[src/design/urs_pkg.sv]
// Shared types and constants for the ultrasonic ranging scheduler.
// No dependencies; used by every module of the block through scoped names.
package urs_pkg;

    localparam int ECHO_LINES = 3;
    localparam int DIST_W     = 16;
    localparam int CFG_IDX_W  = 3;
    localparam int CFG_DATA_W = 16;

    // configuration register indexes
    localparam logic [CFG_IDX_W-1:0] CFG_SCALE       = 3'd0;
    localparam logic [CFG_IDX_W-1:0] CFG_MAX_MM      = 3'd1;
    localparam logic [CFG_IDX_W-1:0] CFG_SETTLE      = 3'd2;
    localparam logic [CFG_IDX_W-1:0] CFG_TIMEOUT     = 3'd3;
    localparam logic [CFG_IDX_W-1:0] CFG_TRIG_LEAD   = 3'd4;
    localparam logic [CFG_IDX_W-1:0] CFG_TRIG_PULSE  = 3'd5;

    // configuration reset values
    localparam logic [15:0] RST_SCALE      = 16'd11239;
    localparam logic [15:0] RST_MAX_MM     = 16'd4000;
    localparam logic [15:0] RST_SETTLE     = 16'd10000;
    localparam logic [15:0] RST_TIMEOUT    = 16'd30000;
    localparam logic [7:0]  RST_TRIG_LEAD  = 8'd2;
    localparam logic [7:0]  RST_TRIG_PULSE = 8'd10;

    typedef logic [DIST_W-1:0] t_dist;

    typedef struct packed {
        logic [15:0] scale;
        logic [15:0] max_mm;
        logic [15:0] settle;
        logic [15:0] timeout;
        logic [7:0]  lead;
        logic [7:0]  pulse;
    } t_cfg;

    // end-of-measurement status from the sequencer to the range unit
    typedef struct packed {
        logic done;     // a measurement ends this tick
        logic tout;     // it ended by timeout
        logic echo_ok;  // it ended on a complete echo
    } t_meas;

endpackage

[src/design/urs_timing.sv]
// Per-tick measurement sequencer: settle, trigger pulse, echo edge timing.
// Depends on urs_pkg (t_cfg, t_meas, ECHO_LINES).
module urs_timing #(
    parameter int SENSOR_COUNT = 3,
    parameter int TICK_BITS    = 16,
    parameter int IDX_W        = 2
) (
    input  logic                              i_clk,
    input  logic                              i_rst_n,
    input  logic                              i_fire,
    input  logic [urs_pkg::ECHO_LINES-1:0]    i_echo,
    input  urs_pkg::t_cfg                     i_cfg,
    output urs_pkg::t_meas                    o_meas,
    output logic [TICK_BITS-1:0]              o_width,
    output logic [IDX_W-1:0]                  o_idx,
    output logic [IDX_W-1:0]                  o_idx_next,
    output logic [urs_pkg::ECHO_LINES-1:0]    o_trig_next
);

    localparam int CW = (TICK_BITS > 16) ? TICK_BITS : 16;

    logic                 r_phase, n_phase;
    logic [IDX_W-1:0]     r_idx, n_idx;
    logic [TICK_BITS-1:0] r_elapsed, n_elapsed;
    logic [TICK_BITS-1:0] r_rise, n_rise;
    logic                 r_seen, n_seen;
    logic                 r_prev, n_prev;

    logic [TICK_BITS-1:0] tick;
    logic                 level;
    logic                 rise_edge;
    logic                 fall_edge;
    logic                 finish;
    logic [CW-1:0]        lead_ext;
    logic [CW-1:0]        last_hi;
    logic [2:0]           trig_sel;
    urs_pkg::t_meas       meas;

    // echo level of one sensor; lines past the physical ones read low
    function automatic logic echo_of(input logic [urs_pkg::ECHO_LINES-1:0] lv,
                                     input logic [IDX_W-1:0] idx);
        logic [2:0] sel;
        sel = 3'(idx);
        return (sel < 3'(urs_pkg::ECHO_LINES)) ? lv[sel[1:0]] : 1'b0;
    endfunction

    always_comb begin
        tick      = (&r_elapsed) ? r_elapsed : r_elapsed + 1'b1;
        level     = echo_of(i_echo, r_idx);
        rise_edge = 1'b0;
        fall_edge = 1'b0;
        finish    = 1'b0;
        meas      = '0;
        n_phase   = r_phase;
        n_idx     = r_idx;
        n_elapsed = tick;
        n_rise    = r_rise;
        n_seen    = r_seen;

        if (!r_phase) begin
            if (CW'(tick) >= CW'(i_cfg.settle)) begin
                n_phase   = 1'b1;
                n_elapsed = '0;
                n_rise    = '0;
                n_seen    = 1'b0;
            end
        end else begin
            rise_edge = level && !r_prev;
            fall_edge = !level && r_prev && r_seen;
            if (rise_edge) begin
                n_rise = tick;
                n_seen = 1'b1;
            end
            // a complete echo wins over a timeout in the same tick
            if (fall_edge) begin
                meas.done    = 1'b1;
                meas.echo_ok = 1'b1;
                finish       = 1'b1;
            end else if (CW'(tick) >= CW'(i_cfg.timeout)) begin
                meas.done = 1'b1;
                meas.tout = 1'b1;
                finish    = 1'b1;
            end
            if (finish) begin
                n_idx     = (r_idx == IDX_W'(SENSOR_COUNT - 1)) ? '0 : r_idx + 1'b1;
                n_elapsed = '0;
                n_phase   = 1'b0;
                n_seen    = 1'b0;
            end
        end

        n_prev = echo_of(i_echo, n_idx);

        // trigger high for lead < elapsed <= lead + pulse
        lead_ext    = CW'(i_cfg.lead);
        last_hi     = CW'({1'b0, i_cfg.lead} + {1'b0, i_cfg.pulse});
        trig_sel    = 3'(n_idx);
        o_trig_next = '0;
        if (n_phase && (CW'(n_elapsed) > lead_ext) && (CW'(n_elapsed) <= last_hi) &&
            (trig_sel < 3'(urs_pkg::ECHO_LINES))) begin
            o_trig_next = urs_pkg::ECHO_LINES'(1) << trig_sel[1:0];
        end
    end

    assign o_meas     = meas;
    assign o_width    = tick - r_rise;
    assign o_idx      = r_idx;
    assign o_idx_next = n_idx;

    always_ff @(posedge i_clk) begin
        if (!i_rst_n) begin
            r_phase   <= 1'b0;
            r_idx     <= '0;
            r_elapsed <= '0;
            r_rise    <= '0;
            r_seen    <= 1'b0;
            r_prev    <= 1'b0;
        end else if (i_fire) begin
            r_phase   <= n_phase;
            r_idx     <= n_idx;
            r_elapsed <= n_elapsed;
            r_rise    <= n_rise;
            r_seen    <= n_seen;
            r_prev    <= n_prev;
        end
    end

endmodule

[src/design/urs_range.sv]
// Echo width to millimetres, per-sensor distance store and nearest-distance pick.
// Depends on urs_pkg (t_cfg, t_meas, t_dist, ECHO_LINES).
module urs_range #(
    parameter int SENSOR_COUNT = 3,
    parameter int TICK_BITS    = 16,
    parameter int IDX_W        = 2
) (
    input  logic                                        i_clk,
    input  logic                                        i_rst_n,
    input  logic                                        i_fire,
    input  urs_pkg::t_meas                              i_meas,
    input  logic [TICK_BITS-1:0]                        i_width,
    input  logic [IDX_W-1:0]                            i_idx,
    input  urs_pkg::t_cfg                               i_cfg,
    output urs_pkg::t_dist [urs_pkg::ECHO_LINES-1:0]    o_dist_next,
    output urs_pkg::t_dist                              o_nearest_next
);

    localparam int CW = (TICK_BITS > 16) ? TICK_BITS : 16;
    localparam int PW = TICK_BITS + 16;

    urs_pkg::t_dist       r_dist [SENSOR_COUNT];
    urs_pkg::t_dist       n_dist [SENSOR_COUNT];
    logic [PW-1:0]        prod;
    logic [TICK_BITS-1:0] mm;
    urs_pkg::t_dist       mm_ok;
    urs_pkg::t_dist       best;

    always_comb begin
        prod  = PW'(i_width) * PW'(i_cfg.scale);
        mm    = prod[PW-1:16];
        // zero and out-of-range readings store as "no reading"
        mm_ok = ((mm == '0) || (CW'(mm) > CW'(i_cfg.max_mm))) ? '0 : 16'(mm);

        for (int i = 0; i < SENSOR_COUNT; i++) begin
            n_dist[i] = r_dist[i];
        end
        if (i_meas.done) begin
            n_dist[i_idx] = i_meas.echo_ok ? mm_ok : '0;
        end

        best = i_cfg.max_mm;
        for (int i = 0; i < SENSOR_COUNT; i++) begin
            if ((n_dist[i] != '0) && (n_dist[i] < best)) begin
                best = n_dist[i];
            end
        end
    end

    assign o_nearest_next = best;

    for (genvar k = 0; k < urs_pkg::ECHO_LINES; k++) begin : g_dist
        if (k < SENSOR_COUNT) begin : g_on
            assign o_dist_next[k] = n_dist[k];
        end else begin : g_off
            assign o_dist_next[k] = '0;
        end
    end

    always_ff @(posedge i_clk) begin
        if (!i_rst_n) begin
            for (int i = 0; i < SENSOR_COUNT; i++) begin
                r_dist[i] <= '0;
            end
        end else if (i_fire) begin
            for (int i = 0; i < SENSOR_COUNT; i++) begin
                r_dist[i] <= n_dist[i];
            end
        end
    end

endmodule

[src/design/ultrasonic_ranging_scheduler.sv]
// Top level of the round-robin ultrasonic ranging scheduler.
// Depends on urs_pkg, urs_timing and urs_range.
//
//  channel   direction  handshake           payload
//  -------   ---------  ------------------  ----------------------------------------
//  tick in   in         i_valid / o_stall   i_echo_levels
//  result    out        o_valid / i_stall   o_trigger_lines, o_distance_*, o_nearest_*,
//                                           o_active_sensor, o_measurement_done,
//                                           o_timed_out
//  config    in         i_cfg_we            i_cfg_idx, i_cfg_data
//
// One request may enter per clock while o_stall is low. A request passes the tick
// register, then one pass through the sequencer and the width-times-scale
// multiplier into the result register.
// Reset (synchronous, active low) clears the sequencer, the distance store, both
// valid flags and loads the default configuration.
// A stalled result holds; the tick register keeps taking requests until it is full
// too, and o_stall rises only then.
module ultrasonic_ranging_scheduler #(
    parameter int SENSOR_COUNT = 3,
    parameter int TICK_BITS    = 16
) (
    input  logic                                    i_clk,
    input  logic                                    i_rst_n,
    // tick requests
    input  logic                                    i_valid,
    output logic                                    o_stall,
    input  logic [urs_pkg::ECHO_LINES-1:0]          i_echo_levels,
    // results
    output logic                                    o_valid,
    input  logic                                    i_stall,
    output logic [urs_pkg::ECHO_LINES-1:0]          o_trigger_lines,
    output logic [urs_pkg::DIST_W-1:0]              o_distance_zero,
    output logic [urs_pkg::DIST_W-1:0]              o_distance_one,
    output logic [urs_pkg::DIST_W-1:0]              o_distance_two,
    output logic [urs_pkg::DIST_W-1:0]              o_nearest_distance,
    output logic [1:0]                              o_active_sensor,
    output logic                                    o_measurement_done,
    output logic                                    o_timed_out,
    // configuration writes
    input  logic                                    i_cfg_we,
    input  logic [urs_pkg::CFG_IDX_W-1:0]           i_cfg_idx,
    input  logic [urs_pkg::CFG_DATA_W-1:0]          i_cfg_data
);

    localparam int IDX_W = (SENSOR_COUNT > 1) ? $clog2(SENSOR_COUNT) : 1;

    // configuration
    urs_pkg::t_cfg r_cfg;

    // tick register
    logic                               r_in_valid;
    logic [urs_pkg::ECHO_LINES-1:0]     r_in_echo;

    // result register
    logic                               r_out_valid;
    logic [urs_pkg::ECHO_LINES-1:0]     r_trig;
    urs_pkg::t_dist [urs_pkg::ECHO_LINES-1:0] r_dist;
    urs_pkg::t_dist                     r_nearest;
    logic [1:0]                         r_active;
    logic                               r_done;
    logic                               r_tout;

    logic                               out_free;
    logic                               fire;
    logic                               in_take;

    urs_pkg::t_meas                     meas;
    logic [TICK_BITS-1:0]               width;
    logic [IDX_W-1:0]                   idx;
    logic [IDX_W-1:0]                   idx_next;
    logic [urs_pkg::ECHO_LINES-1:0]     trig_next;
    urs_pkg::t_dist [urs_pkg::ECHO_LINES-1:0] dist_next;
    urs_pkg::t_dist                     nearest_next;

    // handshake: the result register frees when empty or drained this cycle
    assign out_free = !r_out_valid || !i_stall;
    assign fire     = r_in_valid && out_free;
    assign o_stall  = r_in_valid && !out_free;
    assign in_take  = i_valid && !o_stall;

    always_ff @(posedge i_clk) begin
        if (!i_rst_n) begin
            r_cfg.scale   <= urs_pkg::RST_SCALE;
            r_cfg.max_mm  <= urs_pkg::RST_MAX_MM;
            r_cfg.settle  <= urs_pkg::RST_SETTLE;
            r_cfg.timeout <= urs_pkg::RST_TIMEOUT;
            r_cfg.lead    <= urs_pkg::RST_TRIG_LEAD;
            r_cfg.pulse   <= urs_pkg::RST_TRIG_PULSE;
        end else if (i_cfg_we) begin
            case (i_cfg_idx)
                urs_pkg::CFG_SCALE:      r_cfg.scale   <= i_cfg_data;
                urs_pkg::CFG_MAX_MM:     r_cfg.max_mm  <= i_cfg_data;
                urs_pkg::CFG_SETTLE:     r_cfg.settle  <= i_cfg_data;
                urs_pkg::CFG_TIMEOUT:    r_cfg.timeout <= i_cfg_data;
                urs_pkg::CFG_TRIG_LEAD:  r_cfg.lead    <= i_cfg_data[7:0];
                urs_pkg::CFG_TRIG_PULSE: r_cfg.pulse   <= i_cfg_data[7:0];
                default: ;  // unmapped index: write ignored
            endcase
        end
    end

    // tick register
    always_ff @(posedge i_clk) begin
        if (!i_rst_n) begin
            r_in_valid <= 1'b0;
        end else if (in_take) begin
            r_in_valid <= 1'b1;
        end else if (fire) begin
            r_in_valid <= 1'b0;
        end
    end

    always_ff @(posedge i_clk) begin
        if (in_take) begin
            r_in_echo <= i_echo_levels;
        end
    end

    urs_timing #(
        .SENSOR_COUNT (SENSOR_COUNT),
        .TICK_BITS    (TICK_BITS),
        .IDX_W        (IDX_W)
    ) u_timing (
        .i_clk       (i_clk),
        .i_rst_n     (i_rst_n),
        .i_fire      (fire),
        .i_echo      (r_in_echo),
        .i_cfg       (r_cfg),
        .o_meas      (meas),
        .o_width     (width),
        .o_idx       (idx),
        .o_idx_next  (idx_next),
        .o_trig_next (trig_next)
    );

    urs_range #(
        .SENSOR_COUNT (SENSOR_COUNT),
        .TICK_BITS    (TICK_BITS),
        .IDX_W        (IDX_W)
    ) u_range (
        .i_clk          (i_clk),
        .i_rst_n        (i_rst_n),
        .i_fire         (fire),
        .i_meas         (meas),
        .i_width        (width),
        .i_idx          (idx),
        .i_cfg          (r_cfg),
        .o_dist_next    (dist_next),
        .o_nearest_next (nearest_next)
    );

    // result register
    always_ff @(posedge i_clk) begin
        if (!i_rst_n) begin
            r_out_valid <= 1'b0;
        end else if (fire) begin
            r_out_valid <= 1'b1;
        end else if (!i_stall) begin
            r_out_valid <= 1'b0;
        end
    end

    always_ff @(posedge i_clk) begin
        if (fire) begin
            r_trig    <= trig_next;
            r_dist    <= dist_next;
            r_nearest <= nearest_next;
            r_active  <= 2'(idx_next);
            r_done    <= meas.done;
            r_tout    <= meas.tout;
        end
    end

    assign o_valid            = r_out_valid;
    assign o_trigger_lines    = r_trig;
    assign o_distance_zero    = r_dist[0];
    assign o_distance_one     = r_dist[1];
    assign o_distance_two     = r_dist[2];
    assign o_nearest_distance = r_nearest;
    assign o_active_sensor    = r_active;
    assign o_measurement_done = r_done;
    assign o_timed_out        = r_tout;

    // a timeout is always reported as an ended measurement
    a_tout_done: assert property (@(posedge i_clk) disable iff (!i_rst_n)
        (o_valid && o_timed_out) |-> o_measurement_done)
        else $error("timeout without measurement end");

    // at most one trigger line driven
    a_trig_onehot: assert property (@(posedge i_clk) disable iff (!i_rst_n)
        o_valid |-> $onehot0(o_trigger_lines))
        else $error("more than one trigger line high");

    // the tick that ends a measurement returns to settling, so no trigger
    a_done_no_trig: assert property (@(posedge i_clk) disable iff (!i_rst_n)
        (o_valid && o_measurement_done) |-> (o_trigger_lines == '0))
        else $error("trigger high on measurement end");

    // a request leaving the tick register always lands in the result register
    a_fire_lands: assert property (@(posedge i_clk) disable iff (!i_rst_n)
        fire |=> r_out_valid)
        else $error("request lost between stages");

endmodule
[config.mk]
export PLATFORM = sky130hd
export DESIGN_NAME = ultrasonic_ranging_scheduler
export DESIGN_NICKNAME = d
export VERILOG_FILES = /design/src/design/urs_pkg.sv /design/src/design/urs_timing.sv /design/src/design/urs_range.sv /design/src/design/ultrasonic_ranging_scheduler.sv
export SDC_FILE = /design/constraint.sdc
export NUM_CORES = 1
export LEC_CHECK = 0
export BUFFER_PORTS_ARGS = -buffer_cell sky130_fd_sc_hd__buf_2
export CAP_MARGIN = 20
export CORE_UTILIZATION = 53
export CTS_CLUSTER_DIAMETER = 80
export DETAILED_ROUTE_END_ITERATION = 12
export PLACE_DENSITY = 0.73
export RECOVER_POWER = 100
export REMOVE_ABC_BUFFERS = 1
export SYNTH_ARGS = -nofsm -noshare
export SYNTH_HDL_FRONTEND = slang
export SYNTH_SLANG_ARGS = --single-unit
[constraint.sdc]
create_clock -name i_clk -period 16.7 [get_ports i_clk]
set_input_delay 3.34 -clock i_clk [delete_from_list [all_inputs] [get_ports i_clk]]
set_output_delay 3.34 -clock i_clk [all_outputs]
set_load 0.02 [all_outputs]
==> flow_summary.json, run 1 <==
{
  "period_share": 1.02,
  "synthAdderAreaFrac": 0.298,
  "ys_seq_area_frac": 0.263,
  "fin_worst_skew_ns": 0.0332,
  "min_path_cells": 2,
  "clock.fmax_mhz": 58.8,
  "arrival_ns": 17.28,
  "rrSetupSlack_ns": -0.31,
  "critPathTopFamily": "compound AO/OA/AOI/OAI gates",
  "worstPathRequired_ns": 16.97,
  "max_slew_margin": -1.71,
  "pwr-share-comb": 0.586,
  "hold_class": "register to register",
  "numClockSinks": 241,
  "use_met1": 0.425,
  "power_density_mw_per_mm2": 104,
  "yosysWarnings": 0,
  "rows": 75,
  "max_stage_delay_ns": 0.61,
  "drc": 0,
  "cts_root_buffer": "clkbuf_16",
  "p_seq_frac": 0.224,
  "worstReg2RegStart": "u_timing.r_elapsed[4]",
  "setup_tns_ns": -4.36,
  "fillers": 3395,
  "cts_tree": "built",
  "peakVddDrop_v": 0.000128,
  "wl_per_cell_um": 20.1,
  "synthFlopType": "edfxtp_1",
  "setup_slack_ns": -0.310,
  "r2r-end": "o_nearest_distance[10]",
  "worstSetupPathType": "register to register",
  "antenna_found_initial": 0,
  "place_congestion": 0.996,
  "final_cell_mix": "379 x inv_1, 377 x buf_4, 374 x nand2_1",
  "synthesis.area_mm2": 0.0230,
  "worst_pin_slew_ns": 4.07,
  "path_clk_slew_ns": 0.06,
  "clock_latency_ns": 0.56,
  "start_util": 0.543,
  "synth-seq-cells": 241,
  "groute.usage.overall": 0.326,
  "finalNetCount": 3458,
  "gr-total-overflow": 0,
  "end_kind": "register",
  "multi_input_area_mm2": 0.0158,
  "ff_latch_area_mm2": 0.00605,
  "power.internal_mw": 1.75,
  "ios": 100,
  "wl_mm": 72.2,
  "failed_checks": "max-capacitance violations, max-slew violations, negative setup slack",
  "postSynthCellCount": 2575,
  "reg2regPathDepth": 85,
  "portBuffers": 99,
  "crit_top_cell": "a21o_1",
  "p_leak_nw": 13.4,
  "synth_compound_area_frac": 0.129,
  "core_mm2": 0.0423,
  "grt-busiest-layer": "met2",
  "async_flop_share": 0,
  "synthSimpleGateAreaFrac": 0.186,
  "post_synth.cell_area_avg_um2": 8.93,
  "synthMuxAreaShare": 0.0273,
  "h-tree-depth": 1,
  "instances_no_fill": 3599,
  "drv_cap": 1,
  "setup_violations": 16,
  "pwr-share-clk": 0.190,
  "dr.pass1.iters": 8,
  "place_worst_setup_slack_ns": -1.43,
  "die_y_um": 210,
  "cp.buffers_inverters": 13,
  "grt_pass1_wl_mm": 112,
  "grt_max_degree": 106,
  "switchingPower_mw": 1.24,
  "dp_hpwl_mm": 56.0,
  "slew_violations": 106,
  "cpMaxStageDelayCell": "fa_1",
  "final_hold_viol_count": 0,
  "grt_pass1_vias": 20800,
  "clockBufferDepth": 3,
  "via_per_inst": 5.71,
  "cts_made_buffers": 26,
  "synth_edf_count": 122,
  "ys_types": 93,
  "drive_gt1_frac": 0.241,
  "grtUsageMet2": 0.546,
  "place_inst": 3486,
  "ant_nets": 0,
  "swShare": 0.414,
  "grt_setup_unrepaired": "yes",
  "status": "complete, but fails checks",
  "min_to": "u_timing.r_rise[13]",
  "grtUsageMet3": 0.0524,
  "min_from": "u_timing.r_rise[13]",
  "synthXorXnorAreaFrac": 0.0137,
  "route.vias.total": 20500,
  "area_growth_pct": 24.4,
  "post-route-min-period_ns": 17.01,
  "die_w_um": 210,
  "synth_top_family_by_area": "adder cells",
  "mostFrequentLayoutCell": "inv_1",
  "dieArea_mm2": 0.0442,
  "startpoint_type": "register",
  "critPathMaxFanout": 8,
  "drt_iter0_drc": 1740
}
[synth_stat cells, drive strengths merged, types with 6 or more instances]
library cell  instances  area, um2
a211oi                8       60.1
nor4                 13       93.8
or4                   6       52.6
ha                  235       2940
edfxtp              122       3660
a21o                 46        345
o31ai                 9       67.6
o211ai               30        235
mux2i                44        440
nand2               385       1450
a21boi               59        443
or3b                  6       52.6
mux2                 15        188
a31oi                 6       37.5
xor2                 11       96.3
nand4                34        213
o21bai                8       60.1
and4                 13        115
nand2b               20        125
dfxtp               119       2380
nor3b                13       97.6
and2                100        628
nor2                107        402
nor2b                60        375
nor3                 28        145
fa                  195       3900
o21a                 17        128
and3                 19        119
or2                   7       43.8
o21ai                80        404
clkbuf               91        343
inv                 393       1480
buf                  12       77.6
nand3                51        268
o31a                  7       61.3
xnor2                25        219
a22oi                18        135
a21oi                93        465
[state kept, by name, indices dropped and copies added (netlist names)]
register	cells
o_active_sensor	2
o_distance_one	16
o_distance_two	16
o_distance_zero	16
o_measurement_done	1
o_nearest_distance	16
o_timed_out	1
o_trigger_lines	3
o_valid	1
r_cfg	80
r_in_echo	3
r_in_valid	1
u_range.r_dist	48
u_timing.o_idx	2
u_timing.r_elapsed	16
u_timing.r_phase	1
u_timing.r_prev	1
u_timing.r_rise	16
u_timing.r_seen	1
[cell type report]
cell class | count | share of cell area
Inverter | 393 | 0.0516
Sequential cell | 241 | 0.212
Timing Repair Buffer | 501 | 0.129
Tap cell | 577 | 0.0252
Clock inverter | 7 | 0.00192
Clock buffer | 41 | 0.0272
Antenna cell | 1 | 0.0000875
Multi-Input combinational cell | 1838 | 0.554
[cell families after synthesis]
family | count (synthesis)
AO/OA/AOI/OAI | 438
buffers and inverters | 496
multiplexers | 59
adder cells (fa/ha/maj) | 430
AND/OR/NAND/NOR | 875
XOR/XNOR | 36
flip-flops | 241
[how the worst max path moves through the flow]
stage	from	endpoint	slack, ns	cells after the start
after floorplan	u_timing.r_elapsed[4]	o_nearest_distance[0]	-2.29	72
after global placement	u_timing.r_elapsed[6]	o_nearest_distance[4]	-1.05	82
after detailed placement	u_timing.r_elapsed[6]	o_nearest_distance[7]	-1.43	83
after CTS	u_timing.r_elapsed[6]	o_nearest_distance[10]	0.002	90
after global routing	u_timing.r_elapsed[4]	o_nearest_distance[10]	-1.02	86
final	u_timing.r_elapsed[4]	o_nearest_distance[10]	-0.31	85
[power groups by stage]
stage | clock [mW] | combinational (mW) | sequential (mW)
after floorplan | 0 | 0.798 | 0.686
after global placement | 0 | 1.50 | 0.680
after detailed placement | 0 | 1.52 | 0.680
after CTS | 0.572 | 1.63 | 0.668
after global routing | 0.593 | 1.89 | 0.671
final | 0.565 | 1.75 | 0.669
[worst reg2reg max path, delay by kind of cell (launching register included)]
family	cells	cell delay, ns
AO/OA/AOI/OAI	33	5.31
adder cells (fa/ha/maj)	12	4.82
buffers and inverters	13	1.42
XOR/XNOR	1	0.23
AND/OR/NAND/NOR	23	3.98
flip-flops	1	0.33
multiplexers	3	0.65
[metrics by stage]
step	util	cell area [um2]	total power, mW	hold slack [ns]
detailed placement	0.624	26400	2.20	0.454
global route	0.676	28600	3.15	0.470
finish	0.676	28600	2.98	0.458
floorplan	-	22600	1.48	0.436
CTS	0.661	28000	2.87	0.460
global placement	0.624	26400	2.18	0.448
[per-layer routing]
layer	wire, um	vias up
li1	-	9453
met1	29900	10100
met2	34200	865
met3	5410	173
met4	2690	0
met5	0	-
[timing repair]
item / CTS / global route
endpoints found under the setup margin: 16 / 16
hold buffers: 0 / 0
gates cloned: 1 / 1
pin swaps: 63 / 105
buffers inserted: 39 / 27
gates resized for setup: 113 / 98
endpoints found under the hold margin: 0 / 0
Power figures use the tool's default switching activity.
==> run 2: changes to the inputs <==
Settings changed: CORE_UTILIZATION 53 to 35, CTS_BUF_LIST set to sky130_fd_sc_hd__clkbuf_4, PLACE_DENSITY 0.73 to unset.
==> flow_summary.json, run 2 (synthesized netlist as in run 1, its figures left out) <==
{
  "antenna_found_initial": 2,
  "mostFrequentLayoutCell": "buf_4",
  "clock_latency_ns": 0.76,
  "grtUsageMet2": 0.368,
  "core_mm2": 0.0647,
  "power_density_mw_per_mm2": 101,
  "start_util": 0.355,
  "grt-busiest-layer": "met2",
  "status": "complete, but fails checks",
  "place_inst": 3771,
  "drc": 0,
  "peakVddDrop_v": 0.0000991,
  "critPathMaxFanout": 8,
  "rows": 93,
  "ios": 100,
  "grt_pass1_wl_mm": 116,
  "clock.fmax_mhz": 60.0,
  "ant_nets": 0,
  "slew_violations": 212,
  "groute.usage.overall": 0.222,
  "area_growth_pct": 28.0,
  "grt_max_degree": 87,
  "clockBufferDepth": 3,
  "route.vias.total": 20500,
  "worst_pin_slew_ns": 4.11,
  "wl_mm": 74.5,
  "fin_worst_skew_ns": 0.0654,
  "fillers": 6404,
  "h-tree-depth": 3,
  "drv_cap": 3,
  "arrival_ns": 17.12,
  "crit_top_cell": "a21o_1",
  "end_kind": "register",
  "numClockSinks": 241,
  "cts_tree": "built",
  "place_congestion": 0.939,
  "post-route-min-period_ns": 16.66,
  "grt_pass1_vias": 20800,
  "failed_checks": "max-capacitance violations, max-slew violations",
  "cpMaxStageDelayCell": "or4b_4",
  "drive_gt1_frac": 0.247,
  "setup_tns_ns": 0,
  "grt_setup_unrepaired": "yes",
  "p_leak_nw": 13.6,
  "drt_iter0_drc": 1364,
  "largest_reg_flops": 80,
  "grtUsageMet3": 0.0308,
  "die_y_um": 258,
  "startpoint_type": "register",
  "path_clk_slew_ns": 0.07,
  "critPathLaunch": "u_timing.r_elapsed[4]",
  "portBuffers": 99,
  "worstSetupPathType": "register to register",
  "period_share": 0.998,
  "final_hold_viol_count": 0,
  "min_from": "u_timing.r_rise[4]",
  "wl_per_cell_um": 18.7,
  "final_cell_mix": "412 x buf_4, 379 x inv_1, 374 x nand2_1",
  "dr.pass1.iters": 5,
  "gr-total-overflow": 0,
  "cts_root_buffer": "clkbuf_4",
  "finalNetCount": 3536,
  "instances_no_fill": 3988,
  "worstReg2RegStart": "u_timing.r_elapsed[4]",
  "die_w_um": 258,
  "regMostFlops": "r_cfg",
  "worstPathRequired_ns": 17.16,
  "dieArea_mm2": 0.0667,
  "max_slew_margin": -1.74,
  "dp_hpwl_mm": 57.5,
  "hold_class": "register to register",
  "reg.largest.list": "r_cfg: 80 flops, u_range.r_dist: 48 flops",
  "max_stage_delay_ns": 0.56,
  "via_per_inst": 5.13,
  "setup_violations": 0,
  "use_met1": 0.299,
  "cts_made_buffers": 66
}
-- run 2: cell type report --
type	instances	area (um2)	area share
Clock inverter	23	151	0.00515
Multi-Input combinational cell	1838	16100	0.546
Sequential cell	241	6050	0.206
Timing Repair Buffer	539	3870	0.132
Clock buffer	95	713	0.0242
Inverter	393	1480	0.0503
Tap cell	855	1070	0.0364
Antenna cell	4	10.0	0.000340
-- run 2: final timing paths --
path | to | slack, ns | cells past startpoint
worst min register to register | u_timing.r_rise[4] | 0.46 | 2
worst max register to register | o_nearest_distance[8] | 0.04 | 80
worst max-delay path | o_nearest_distance[8] | 0.04 | 80
worst min-delay path | u_timing.r_rise[4] | 0.46 | 2
-- run 2: per-layer routing --
metal  vias up  routed length (um)
li1       9665                   -
met1     10000               33300
met2       651               35100
met3       108                4360
met4         0                1750
met5         -                   0
-- run 2: worst max-delay path: cells and delay by family (launching register included) --
| family | cells | cell delay [ns] |
|---|---|---|
| AO/OA/AOI/OAI | 32 | 5.56 |
| XOR/XNOR | 2 | 0.32 |
| adder cells (fa/ha/maj) | 13 | 4.87 |
| buffers and inverters | 11 | 1.44 |
| flip-flops | 1 | 0.34 |
| multiplexers | 3 | 0.66 |
| AND/OR/NAND/NOR | 19 | 3.18 |
-- run 2: timing repair --
action,CTS,global route
gates cloned,1,2
pin swaps,47,115
hold buffers,0,0
gates resized for setup,82,154
setup buffers,62,28
setup endpoints to repair,16,16
-- run 2: per-stage QoR --
step / util / power (mW) / instance area [um2] / hold slack [ns] / setup slack [ns]
final: 0.455 / 2.99 / 29400 / 0.459 / 0.0355
after global routing: 0.455 / 3.21 / 29400 / 0.483 / -0.606
after CTS: 0.440 / 2.83 / 28500 / 0.460 / 0.000677
after detailed placement: 0.415 / 2.21 / 26800 / 0.450 / -1.41
after global placement: 0.415 / 2.19 / 26800 / 0.448 / -0.954
after floorplan: - / 1.48 / 22600 / 0.436 / -2.29
-- run 2: power by group --
part	switching [mW]	total (mW)	internal [mW]
logic	0.959	1.76	0.800
registers	0.0189	0.670	0.651
clock network	0.262	0.556	0.294
total	1.24	2.99	1.75
